<file path="src/hdl/gps_pkg.sv">
`timescale 1ns / 1ps
`default_nettype none
package gps_pkg;
  localparam int MaxBreedersDefault = 64;
  localparam int FitW = 17;
  localparam int CntW = 7;
  localparam int LiftMax = 65535;

  localparam logic [1:0] MODE_RANDOM = 2'd0;
  localparam logic [1:0] MODE_IMPURE = 2'd1;
  localparam logic [1:0] MODE_PURE = 2'd2;
  localparam logic [1:0] MODE_TOURN = 2'd3;

  localparam logic [1:0] REG_COUNT = 2'd0;
  localparam logic [1:0] REG_MODE = 2'd1;
  localparam logic [1:0] REG_CHANCE = 2'd2;

  localparam logic OP_LOAD = 1'b0;
  localparam logic OP_SELECT = 1'b1;

  typedef struct packed {
    logic [0:0] opcode;
    logic [5:0] slot;
    logic signed [15:0] fitness;
    logic [5:0] father_pick_a;
    logic [5:0] father_pick_b;
    logic [31:0] father_draw;
    logic [5:0] mother_pick_a;
    logic [5:0] mother_pick_b;
    logic [31:0] mother_draw;
  } req_t;

  typedef struct packed {
    logic [5:0] father;
    logic [5:0] mother;
    logic empty_wheel;
    logic bad_request;
  } res_t;

  typedef struct packed {
    logic [1:0] index;
    logic [31:0] data;
  } cfg_t;
endpackage
`default_nettype wire

</file>
<file path="src/hdl/gps_if.sv">
`timescale 1ns / 1ps
`default_nettype none
interface gps_if #(parameter type T = logic);
  logic valid;
  logic ready;
  T payload;
  modport source(output valid, output payload, input ready);
  modport sink(input valid, input payload, output ready);
endinterface
`default_nettype wire

</file>
<file path="src/hdl/gps_ram.sv">
`timescale 1ns / 1ps
`default_nettype none
module gps_ram #(
  parameter int Width = 8,
  parameter int Depth = 64
) (
  input wire logic clk,
  input wire logic we,
  input wire logic [$clog2(Depth)-1:0] waddr,
  input wire logic [Width-1:0] wdata,
  input wire logic [$clog2(Depth)-1:0] raddr,
  output logic [Width-1:0] rdata
);
  logic [Width-1:0] mem [Depth];
  always_ff @(posedge clk) begin
    if (we) mem[waddr] <= wdata;
    rdata <= mem[raddr];
  end
endmodule
`default_nettype wire

</file>
<file path="src/hdl/ga_parent_selector_top.sv">
// A select request returns a result; a load returns no result. A new request is accepted
// once the previous result has been taken. A roulette spin over n breeders makes minimum,
// lift and total passes over the entries, runs a restoring divider for draw mod total and
// walks the wheel. Impure roulette spins one wheel and pure roulette spins two.
// Reset is synchronous and active high; the fitness RAM stays undefined until loaded.
`timescale 1ns / 1ps
`default_nettype none
module ga_parent_selector_top import gps_pkg::*; #(
  parameter int MaxBreeders = MaxBreedersDefault
) (
  input wire logic clk,
  input wire logic rst,
  gps_if.sink in_ch,
  gps_if.sink cfg,
  gps_if.source out_ch
);
  localparam int AW = $clog2(MaxBreeders);
  localparam int NW = $clog2(MaxBreeders + 1);
  localparam logic [NW-1:0] NMax = NW'(MaxBreeders);

  localparam logic [3:0] S_IDLE = 4'd0, S_MIN = 4'd1, S_LIFT = 4'd2, S_SUM = 4'd3,
    S_DIV = 4'd4, S_WALK = 4'd5, S_TA = 4'd6, S_TB = 4'd7, S_TC = 4'd8,
    S_NEXT = 4'd9, S_OUT = 4'd10;

  logic [3:0] state;
  logic [CntW-1:0] breeder_count;
  logic [1:0] selection_mode;
  logic [31:0] win_limit;
  req_t req;
  logic [NW-1:0] n;
  logic [NW-1:0] idx;
  logic rd_pend;
  logic [AW-1:0] rd_addr;
  logic signed [FitW-1:0] lowest;
  logic [31:0] total, run, rem, quo_unused;
  logic [5:0] dcnt;
  logic [AW-1:0] pos;
  logic mother_phase;
  logic [5:0] father_r, mother_r;
  logic empty;
  logic signed [FitW-1:0] fa_v;
  res_t res;
  logic out_valid;

  logic we;
  logic [AW-1:0] waddr, raddr;
  logic [FitW-1:0] wdata, rdata;
  gps_ram #(.Width(FitW), .Depth(MaxBreeders)) u_ram (
    .clk, .we, .waddr, .wdata, .raddr, .rdata
  );

  logic [NW-1:0] n_live;
  logic [5:0] cur_pick, cur_pick_b;
  logic [31:0] cur_draw;
  logic bad;
  logic signed [FitW-1:0] rs;
  logic signed [FitW:0] lifted;
  logic [32:0] trial;
  logic [31:0] run_sum;

  always_comb begin
    if (32'(breeder_count) > 32'(MaxBreeders)) n_live = NMax;
    else n_live = NW'(breeder_count);
  end

  assign cur_pick = mother_phase ? req.mother_pick_a : req.father_pick_a;
  assign cur_pick_b = mother_phase ? req.mother_pick_b : req.father_pick_b;
  assign cur_draw = mother_phase ? req.mother_draw : req.father_draw;
  assign rs = $signed(rdata);
  assign lifted = {rs[FitW-1], rs} - {lowest[FitW-1], lowest};
  assign trial = {rem, quo_unused[31]} - {1'b0, total};
  assign run_sum = run + 32'(unsigned'(rdata));

  always_comb begin
    bad = ({{(32-6){1'b0}}, req.father_pick_a} >= 32'(n))
       || ({{(32-6){1'b0}}, req.mother_pick_a} >= 32'(n));
    if (selection_mode == MODE_TOURN)
      bad = bad || ({{(32-6){1'b0}}, req.father_pick_b} >= 32'(n))
                || ({{(32-6){1'b0}}, req.mother_pick_b} >= 32'(n));
  end

  always_comb begin
    we = 1'b0;
    waddr = AW'(req.slot);
    wdata = FitW'($signed(req.fitness));
    raddr = rd_addr;
    if (state == S_IDLE && in_ch.valid && !out_valid && in_ch.payload.opcode == OP_LOAD
        && {{(32-6){1'b0}}, in_ch.payload.slot} < MaxBreeders) begin
      we = 1'b1;
      waddr = AW'(in_ch.payload.slot);
      wdata = FitW'($signed(in_ch.payload.fitness));
    end else if (state == S_LIFT && rd_pend) begin
      we = 1'b1;
      waddr = AW'(idx - NW'(1));
      wdata = (lifted > (FitW+1)'(LiftMax)) ? FitW'(LiftMax) : FitW'(lifted);
    end
  end

  assign in_ch.ready = (state == S_IDLE) && !out_valid;
  assign cfg.ready = 1'b1;
  assign out_ch.valid = out_valid;
  assign out_ch.payload = res;

  always_ff @(posedge clk) begin
    if (rst) begin
      state <= S_IDLE;
      breeder_count <= 7'd64;
      selection_mode <= MODE_RANDOM;
      win_limit <= 32'h8000_0000;
      out_valid <= 1'b0;
      rd_pend <= 1'b0;
    end else begin
      if (cfg.valid) begin
        unique case (cfg.payload.index)
          REG_COUNT: breeder_count <= cfg.payload.data[6:0];
          REG_MODE: selection_mode <= cfg.payload.data[1:0];
          REG_CHANCE: win_limit <= cfg.payload.data;
          default: ;
        endcase
      end
      if (out_valid && out_ch.ready) out_valid <= 1'b0;
      unique case (state)
        S_IDLE: begin
          if (in_ch.valid && in_ch.ready && in_ch.payload.opcode == OP_SELECT) begin
            req <= in_ch.payload;
            n <= n_live;
            mother_phase <= 1'b0;
            empty <= 1'b0;
            idx <= '0;
            rd_pend <= 1'b0;
            father_r <= in_ch.payload.father_pick_a;
            mother_r <= in_ch.payload.mother_pick_a;
            state <= S_TC;
          end
        end
        S_TC: begin
          if (bad) begin
            res <= '{father: 6'd0, mother: 6'd0, empty_wheel: 1'b0, bad_request: 1'b1};
            out_valid <= 1'b1;
            state <= S_IDLE;
          end else if (selection_mode == MODE_RANDOM) begin
            state <= S_OUT;
          end else if (selection_mode == MODE_TOURN) begin
            rd_addr <= AW'(cur_pick);
            state <= S_TA;
            rd_pend <= 1'b0;
          end else begin
            idx <= '0;
            rd_addr <= '0;
            rd_pend <= 1'b0;
            state <= S_MIN;
          end
        end
        S_TA: begin
          if (!rd_pend) begin
            rd_pend <= 1'b1;
            rd_addr <= AW'(cur_pick_b);
          end else begin
            fa_v <= rs;
            rd_pend <= 1'b0;
            state <= S_TB;
          end
        end
        S_TB: begin
          if (!rd_pend) rd_pend <= 1'b1;
          else begin
            rd_pend <= 1'b0;
            if (mother_phase) begin
              mother_r <= (fa_v > rs && req.mother_draw <= win_limit)
                          ? req.mother_pick_a : req.mother_pick_b;
              state <= S_OUT;
            end else begin
              father_r <= (fa_v > rs && req.father_draw <= win_limit)
                          ? req.father_pick_a : req.father_pick_b;
              mother_phase <= 1'b1;
              rd_addr <= AW'(req.mother_pick_a);
              state <= S_TA;
            end
          end
        end
        S_MIN: begin
          if (idx < n) begin
            rd_addr <= AW'(idx + NW'(1));
            idx <= idx + NW'(1);
          end
          rd_pend <= idx < n;
          if (rd_pend) begin
            if (idx == NW'(1) || rs < lowest) lowest <= rs;
          end
          if (rd_pend && idx == n) begin
            idx <= '0;
            rd_addr <= '0;
            rd_pend <= 1'b0;
            state <= S_LIFT;
          end
        end
        S_LIFT: begin
          if (!lowest[FitW-1]) begin
            state <= S_SUM;
            total <= '0;
          end else begin
            if (idx < n) begin
              rd_addr <= AW'(idx + NW'(1));
              idx <= idx + NW'(1);
            end
            rd_pend <= idx < n;
            if (rd_pend && idx == n) begin
              idx <= '0;
              rd_addr <= '0;
              rd_pend <= 1'b0;
              lowest <= '0;
              total <= '0;
              state <= S_SUM;
            end
          end
        end
        S_SUM: begin
          if (idx < n) begin
            rd_addr <= AW'(idx + NW'(1));
            idx <= idx + NW'(1);
          end
          rd_pend <= idx < n;
          if (rd_pend) total <= total + 32'(unsigned'(rdata));
          if (rd_pend && idx == n) begin
            rd_pend <= 1'b0;
            state <= S_DIV;
            rem <= '0;
            quo_unused <= cur_draw;
            dcnt <= '0;
          end
        end
        S_DIV: begin
          if (total == '0) begin
            empty <= 1'b1;
            if (mother_phase) mother_r <= cur_pick;
            else father_r <= cur_pick;
            state <= S_NEXT;
          end else begin
            if (!trial[32]) rem <= trial[31:0];
            else rem <= {rem[30:0], quo_unused[31]};
            quo_unused <= {quo_unused[30:0], 1'b0};
            dcnt <= dcnt + 6'd1;
            if (dcnt == 6'd31) begin
              pos <= AW'(cur_pick);
              rd_addr <= AW'(cur_pick);
              run <= '0;
              idx <= '0;
              rd_pend <= 1'b0;
              state <= S_WALK;
            end
          end
        end
        S_WALK: begin
          if (!rd_pend) rd_pend <= 1'b1;
          else begin
            run <= run_sum;
            if (run_sum > rem || idx + NW'(1) == n) begin
              if (mother_phase) mother_r <= (run_sum > rem) ? 6'(pos) : cur_pick;
              else father_r <= (run_sum > rem) ? 6'(pos) : cur_pick;
              rd_pend <= 1'b0;
              state <= S_NEXT;
            end else begin
              idx <= idx + NW'(1);
              pos <= (NW'(pos) + NW'(1) >= n) ? '0 : pos + AW'(1);
              rd_addr <= (NW'(pos) + NW'(1) >= n) ? '0 : pos + AW'(1);
              rd_pend <= 1'b0;
            end
          end
        end
        S_NEXT: begin
          if (selection_mode == MODE_PURE && !mother_phase) begin
            mother_phase <= 1'b1;
            idx <= '0;
            rd_addr <= '0;
            rd_pend <= 1'b0;
            state <= S_MIN;
          end else state <= S_OUT;
        end
        S_OUT: begin
          res <= '{father: father_r, mother: mother_r, empty_wheel: empty,
                   bad_request: 1'b0};
          out_valid <= 1'b1;
          state <= S_IDLE;
        end
        default: state <= S_IDLE;
      endcase
    end
  end

`ifndef SYNTHESIS
  a_no_accept_busy: assert property (@(posedge clk) disable iff (rst)
    (state != S_IDLE) |-> !in_ch.ready) else $error("accept while busy");
  a_bad_zero: assert property (@(posedge clk) disable iff (rst)
    (out_valid && res.bad_request) |-> (res.father == 6'd0 && res.mother == 6'd0))
    else $error("bad request with nonzero result");
  a_out_hold: assert property (@(posedge clk) disable iff (rst)
    (out_valid && !out_ch.ready) |=> out_valid) else $error("result dropped");
  a_lift_write: assert property (@(posedge clk) disable iff (rst)
    (we && state != S_IDLE) |-> (state == S_LIFT)) else $error("stray RAM write");
`endif
endmodule
`default_nettype wire

</file>
<file path="src/flat_wrapper.sv">
// flat-port wrapper written by rule: the top's interface ports become plain ports
module ga_parent_selector_top_flat import gps_pkg::*;
#(
  parameter int MaxBreeders = MaxBreedersDefault
)
  (clk, rst, in_ch_valid, in_ch_payload, in_ch_ready, cfg_valid, cfg_payload, cfg_ready, out_ch_valid, out_ch_payload, out_ch_ready);
  gps_if #(.T(req_t)) in_ch_i ();
  gps_if #(.T(cfg_t)) cfg_i ();
  gps_if #(.T(res_t)) out_ch_i ();
  input wire logic clk;
  input wire logic rst;
  input wire logic [$bits(in_ch_i.valid)-1:0] in_ch_valid;
  input wire logic [$bits(in_ch_i.payload)-1:0] in_ch_payload;
  output wire logic [$bits(in_ch_i.ready)-1:0] in_ch_ready;
  input wire logic [$bits(cfg_i.valid)-1:0] cfg_valid;
  input wire logic [$bits(cfg_i.payload)-1:0] cfg_payload;
  output wire logic [$bits(cfg_i.ready)-1:0] cfg_ready;
  output wire logic [$bits(out_ch_i.valid)-1:0] out_ch_valid;
  output wire logic [$bits(out_ch_i.payload)-1:0] out_ch_payload;
  input wire logic [$bits(out_ch_i.ready)-1:0] out_ch_ready;
  assign in_ch_i.valid = in_ch_valid;
  assign in_ch_i.payload = in_ch_payload;
  assign in_ch_ready = in_ch_i.ready;
  assign cfg_i.valid = cfg_valid;
  assign cfg_i.payload = cfg_payload;
  assign cfg_ready = cfg_i.ready;
  assign out_ch_valid = out_ch_i.valid;
  assign out_ch_payload = out_ch_i.payload;
  assign out_ch_i.ready = out_ch_ready;
  ga_parent_selector_top #(.MaxBreeders(MaxBreeders)) u_core (.clk(clk), .rst(rst), .in_ch(in_ch_i), .cfg(cfg_i), .out_ch(out_ch_i));
endmodule
</file>
<file path="config.mk">
export PLATFORM = sky130hd
export DESIGN_NAME = ga_parent_selector_top_flat
export DESIGN_NICKNAME = d
export VERILOG_FILES = /design/src/hdl/gps_pkg.sv /design/src/hdl/gps_if.sv /design/src/hdl/gps_ram.sv /design/src/hdl/ga_parent_selector_top.sv /design/src/flat_wrapper.sv
export SDC_FILE = /design/constraint.sdc
export NUM_CORES = 2
export LEC_CHECK = 0
export ABC_AREA = 1
export BUFFER_PORTS_ARGS = -buffer_cell sky130_fd_sc_hd__buf_4
export CORE_AREA = 2 2 481 483
export CTS_CLUSTER_SIZE = 8
export DETAILED_ROUTE_END_ITERATION = 7
export DIE_AREA = 0 0 483 485
export SYNTH_ARGS = -nofsm -noshare
export SYNTH_HDL_FRONTEND = slang
export SYNTH_SLANG_ARGS = --single-unit
export TNS_END_PERCENT = 50
</file>
<file path="constraint.sdc">
create_clock -name clk -period 25.3 [get_ports clk]
set_clock_uncertainty 0.15 [all_clocks]
set_input_delay 1.265 -clock clk [delete_from_list [all_inputs] [get_ports clk]]
set_output_delay 1.265 -clock clk [all_outputs]
set_load 0.1 [all_outputs]
</file>
==> qor.txt <==
I/O Pins: 167
Worst-skew pair later-pin latency: 870 ps
Synth Area per Inst: 10.9 µm²
Hpwl dp: 126000 µm
Sequential cell area: 43900 µm²
# Max-Cap Violations: 0
NumNets Final: 6878
Leak pwr: 0.0285 µW
Worst-margin pin slew: 1270 ps
Max_slew headroom: 15.3%
Syn Nets: 6693
Final worst path period share: 21.7%
Number of remaining DRC errors: 0
CTS tree: yes
Synth Cell Area: 68400 µm²
Crit path max-delay family: simple AND/OR/NAND/NOR gates
First-pass GRT wire length: 302000 µm
Root Buffer: clkbuf_16
Die Area: 234000 µm²
Die height: 485 µm
Total grt overflow: 0
Share of cells above drive strength 1: 9.18%
Post-cts resize count: 0
Clock sinks: 1484
Fin util: 34.5%
CP max stage delay: 800 ps
Final setup fails: 0
RSZ-0062 raised after global routing: no
Total GRT Usage: 16.8%
CP max FO: 14
Setup Buffers After CTS: 0
Via density: 5.14
Setup TNS Final: 0 ps
Crit path buf inv count: 3
First-pass detailed-route iteration total: 6
CP max-delay cell: nor3_1
Max Clk Rate: 182 MHz
CTS max path bufs: 3
Yosys warns: 0
Ys flop type: edfxtp_1
Post-synthesis sequential area ratio: 64.2%
Fin crit period: 5490 ps
Most common cell after layout, fill and taps aside: edfxtp_1
Die Span X: 483 µm
Largest net degree at the start of global routing: 222
Status: finished, final reports clean
Worst-path clk slew: 50 ps
Count of input and output buffers: 165
Num CTS Buffers: 204
EDFF count, synth: 1420
Startpoint types: flop
Initial detailed-routing violation count: 5062
WP data required: 25570 ps
H-tree levels: 4
CP Cell Sequence: inv_1, fa_1, inv_1, nand3_1, nand2_1, nand3_1, nand3_1, a21oi_1, o21bai_1, nand2_1, nand2_1, and2_1, inv_1, ha_1, nand2_1, nor2_1, nand2_1, nor2_1, nand4_1, nand2_1, nand2_1, nand2_1, nand2_1, nor3_1
Starting density of the core: 29.9%
Final ANT Viol Nets: 0
Nature of the critical path endpoint: flop
Initial antenna violation count: 16
Arr. time, crit path: 5770 ps
Total core area: 229000 µm²
Most frequent cells in the layout: 1420 x edfxtp_1, 1112 x nor2_1, 851 x o21ai_0
Routability-driven placement congestion ratio: 0.900
Overall routed net length: 203000 µm
Avg WL per Cell: 21.2 µm
WS Path Type: reg2reg
Area Growth Syn to Fin: 15.4%
CP most frequent cell: nand2_1
Hold Vio Cnt, Final: 0
Cell variety after synth: 62
Hold Path Class: reg2reg
CTS Hold Bufs: 0
Via Count: 49.2k
#FFs+latches synth: 1484
Pwr dens: 84.3 nW/µm²
Fill cells: 22.6k
Cells after Synth: 6295
Footprint of the multi-input gates: 21600 µm²
Number of global-route vias before repair: 46.8k
Std-Cell Rows: 176
Post-synth ARST share: 0%
Peak VDD IR: 0.0740 mV
Final Slew Violations: 0
[state kept, by name, indices dropped and copies added, names as in the netlist, 7 cells and up]
| signal | cells |
|---|---|
| u_core.breeder_count | 7 |
| u_core.u_ram.rdata | 17 |
| u_core.lowest | 17 |
| u_core.quo_unused | 32 |
| u_core.req | 110 |
| u_core.out_ch.payload | 14 |
| u_core.idx | 7 |
| u_core.run | 32 |
| u_core.rem | 32 |
| u_core.n | 7 |
| u_core.win_limit | 32 |
| u_core.fa_v | 17 |
| u_core.u_ram.mem | 1088 |
| u_core.total | 32 |
[worst register-to-register path, stage by stage, from the launching register on]
cell,delay (ps)
dfxtp_1,510
inv_1,210
fa_1,480
inv_1,170
nand3_1,90
nand2_1,110
nand3_1,80
nand3_1,200
a21oi_1,140
o21bai_1,290
nand2_1,90
nand2_1,60
and2_1,130
inv_1,50
ha_1,260
nand2_1,50
nor2_1,80
nand2_1,80
nor2_1,200
nand4_1,110
nand2_1,450
nand2_1,160
nand2_1,90
nand2_1,70
nor3_1,800
[per-layer routing]
| metal | wire [µm] | vias up | GRT usage (%) |
|---|---|---|---|
| met5 | 55 | - | 0 |
| met3 | 14700 | 319 | 2.78 |
| met1 | 88500 | 24205 | 23.2 |
| li1 | - | 22808 | - |
| met2 | 94000 | 1891 | 26.8 |
| met4 | 5900 | 8 | 5.49 |
[report_power, final]
part	internal (µW)	total (µW)	switching [µW]
Sequential	2840	2880	48.1
Combinational	348	1280	931
Clock	1450	2490	1040
Total	4630	6650	2020
[through the flow]
step	cell area (µm²)	setup slack (ps)	hold WS, ps	power (µW)	instances
2_1_floorplan	68400	14350	294	3730	6295
3_3_place_gp	73200	19880	313	4180	9300
3_5_place_dp	73200	19880	318	4190	9300
4_1_cts	78900	19770	328	6690	9565
5_1_grt	78900	19220	346	6930	9566
6_report	78900	19810	322	6650	9569
[synth_stat cells (40+ instances only)]
master | count | area [µm²]
clkbuf_1 | 241 | 905
nand4_1 | 44 | 275
ha_1 | 244 | 3050
nor2_1 | 1118 | 4200
nand3_1 | 151 | 756
xor2_1 | 55 | 482
edfxtp_1 | 1420 | 42600
o21ai_0 | 851 | 4260
nor3_1 | 40 | 200
nand2_1 | 707 | 2650
o221ai_1 | 42 | 368
dfxtp_1 | 64 | 1280
o211ai_1 | 47 | 353
o22ai_1 | 289 | 1810
a21oi_1 | 237 | 1190
inv_1 | 425 | 1600
[path summary, 6_finish.rpt]
check                                             start                 endpoint  slack (ps)  cells after the start
worst max register to register    u_core.u_ram.rdata[1]            u_core.idx[0]       19810                     24
worst max-delay path              u_core.u_ram.rdata[1]            u_core.idx[0]       19810                     24
worst min register to register  u_core.breeder_count[4]  u_core.breeder_count[4]         320                      2
worst min-delay path            u_core.breeder_count[4]  u_core.breeder_count[4]         320                      2
[layout make-up]
class	instances	share of cell area, %
Clock buffer	247	6.67
Antenna cell	4	0.0127
Timing Repair Buffer	284	2.78
Sequential cell	1484	55.6
Multi-Input combinational cell	4065	27.4
Tap cell	3026	4.80
Clock inverter	18	0.569
Inverter	441	2.12
[kinds of logic (layout without fill, tap and decap cells)]
logic type,count (synthesis),in the layout,share of synthesized area [%]
xor gates and xnor gates,71,71,0.910
adders and majority gates,248,248,4.58
AOI/OAI and AO/OA,1603,1603,13.2
buffers and inverters,746,990,4.24
and+or+nand+nor,2142,2142,12.8
other,1,5,0.00548
DFF,1484,1484,64.2
No activity file was read; power rests on OpenSTA's default activity.
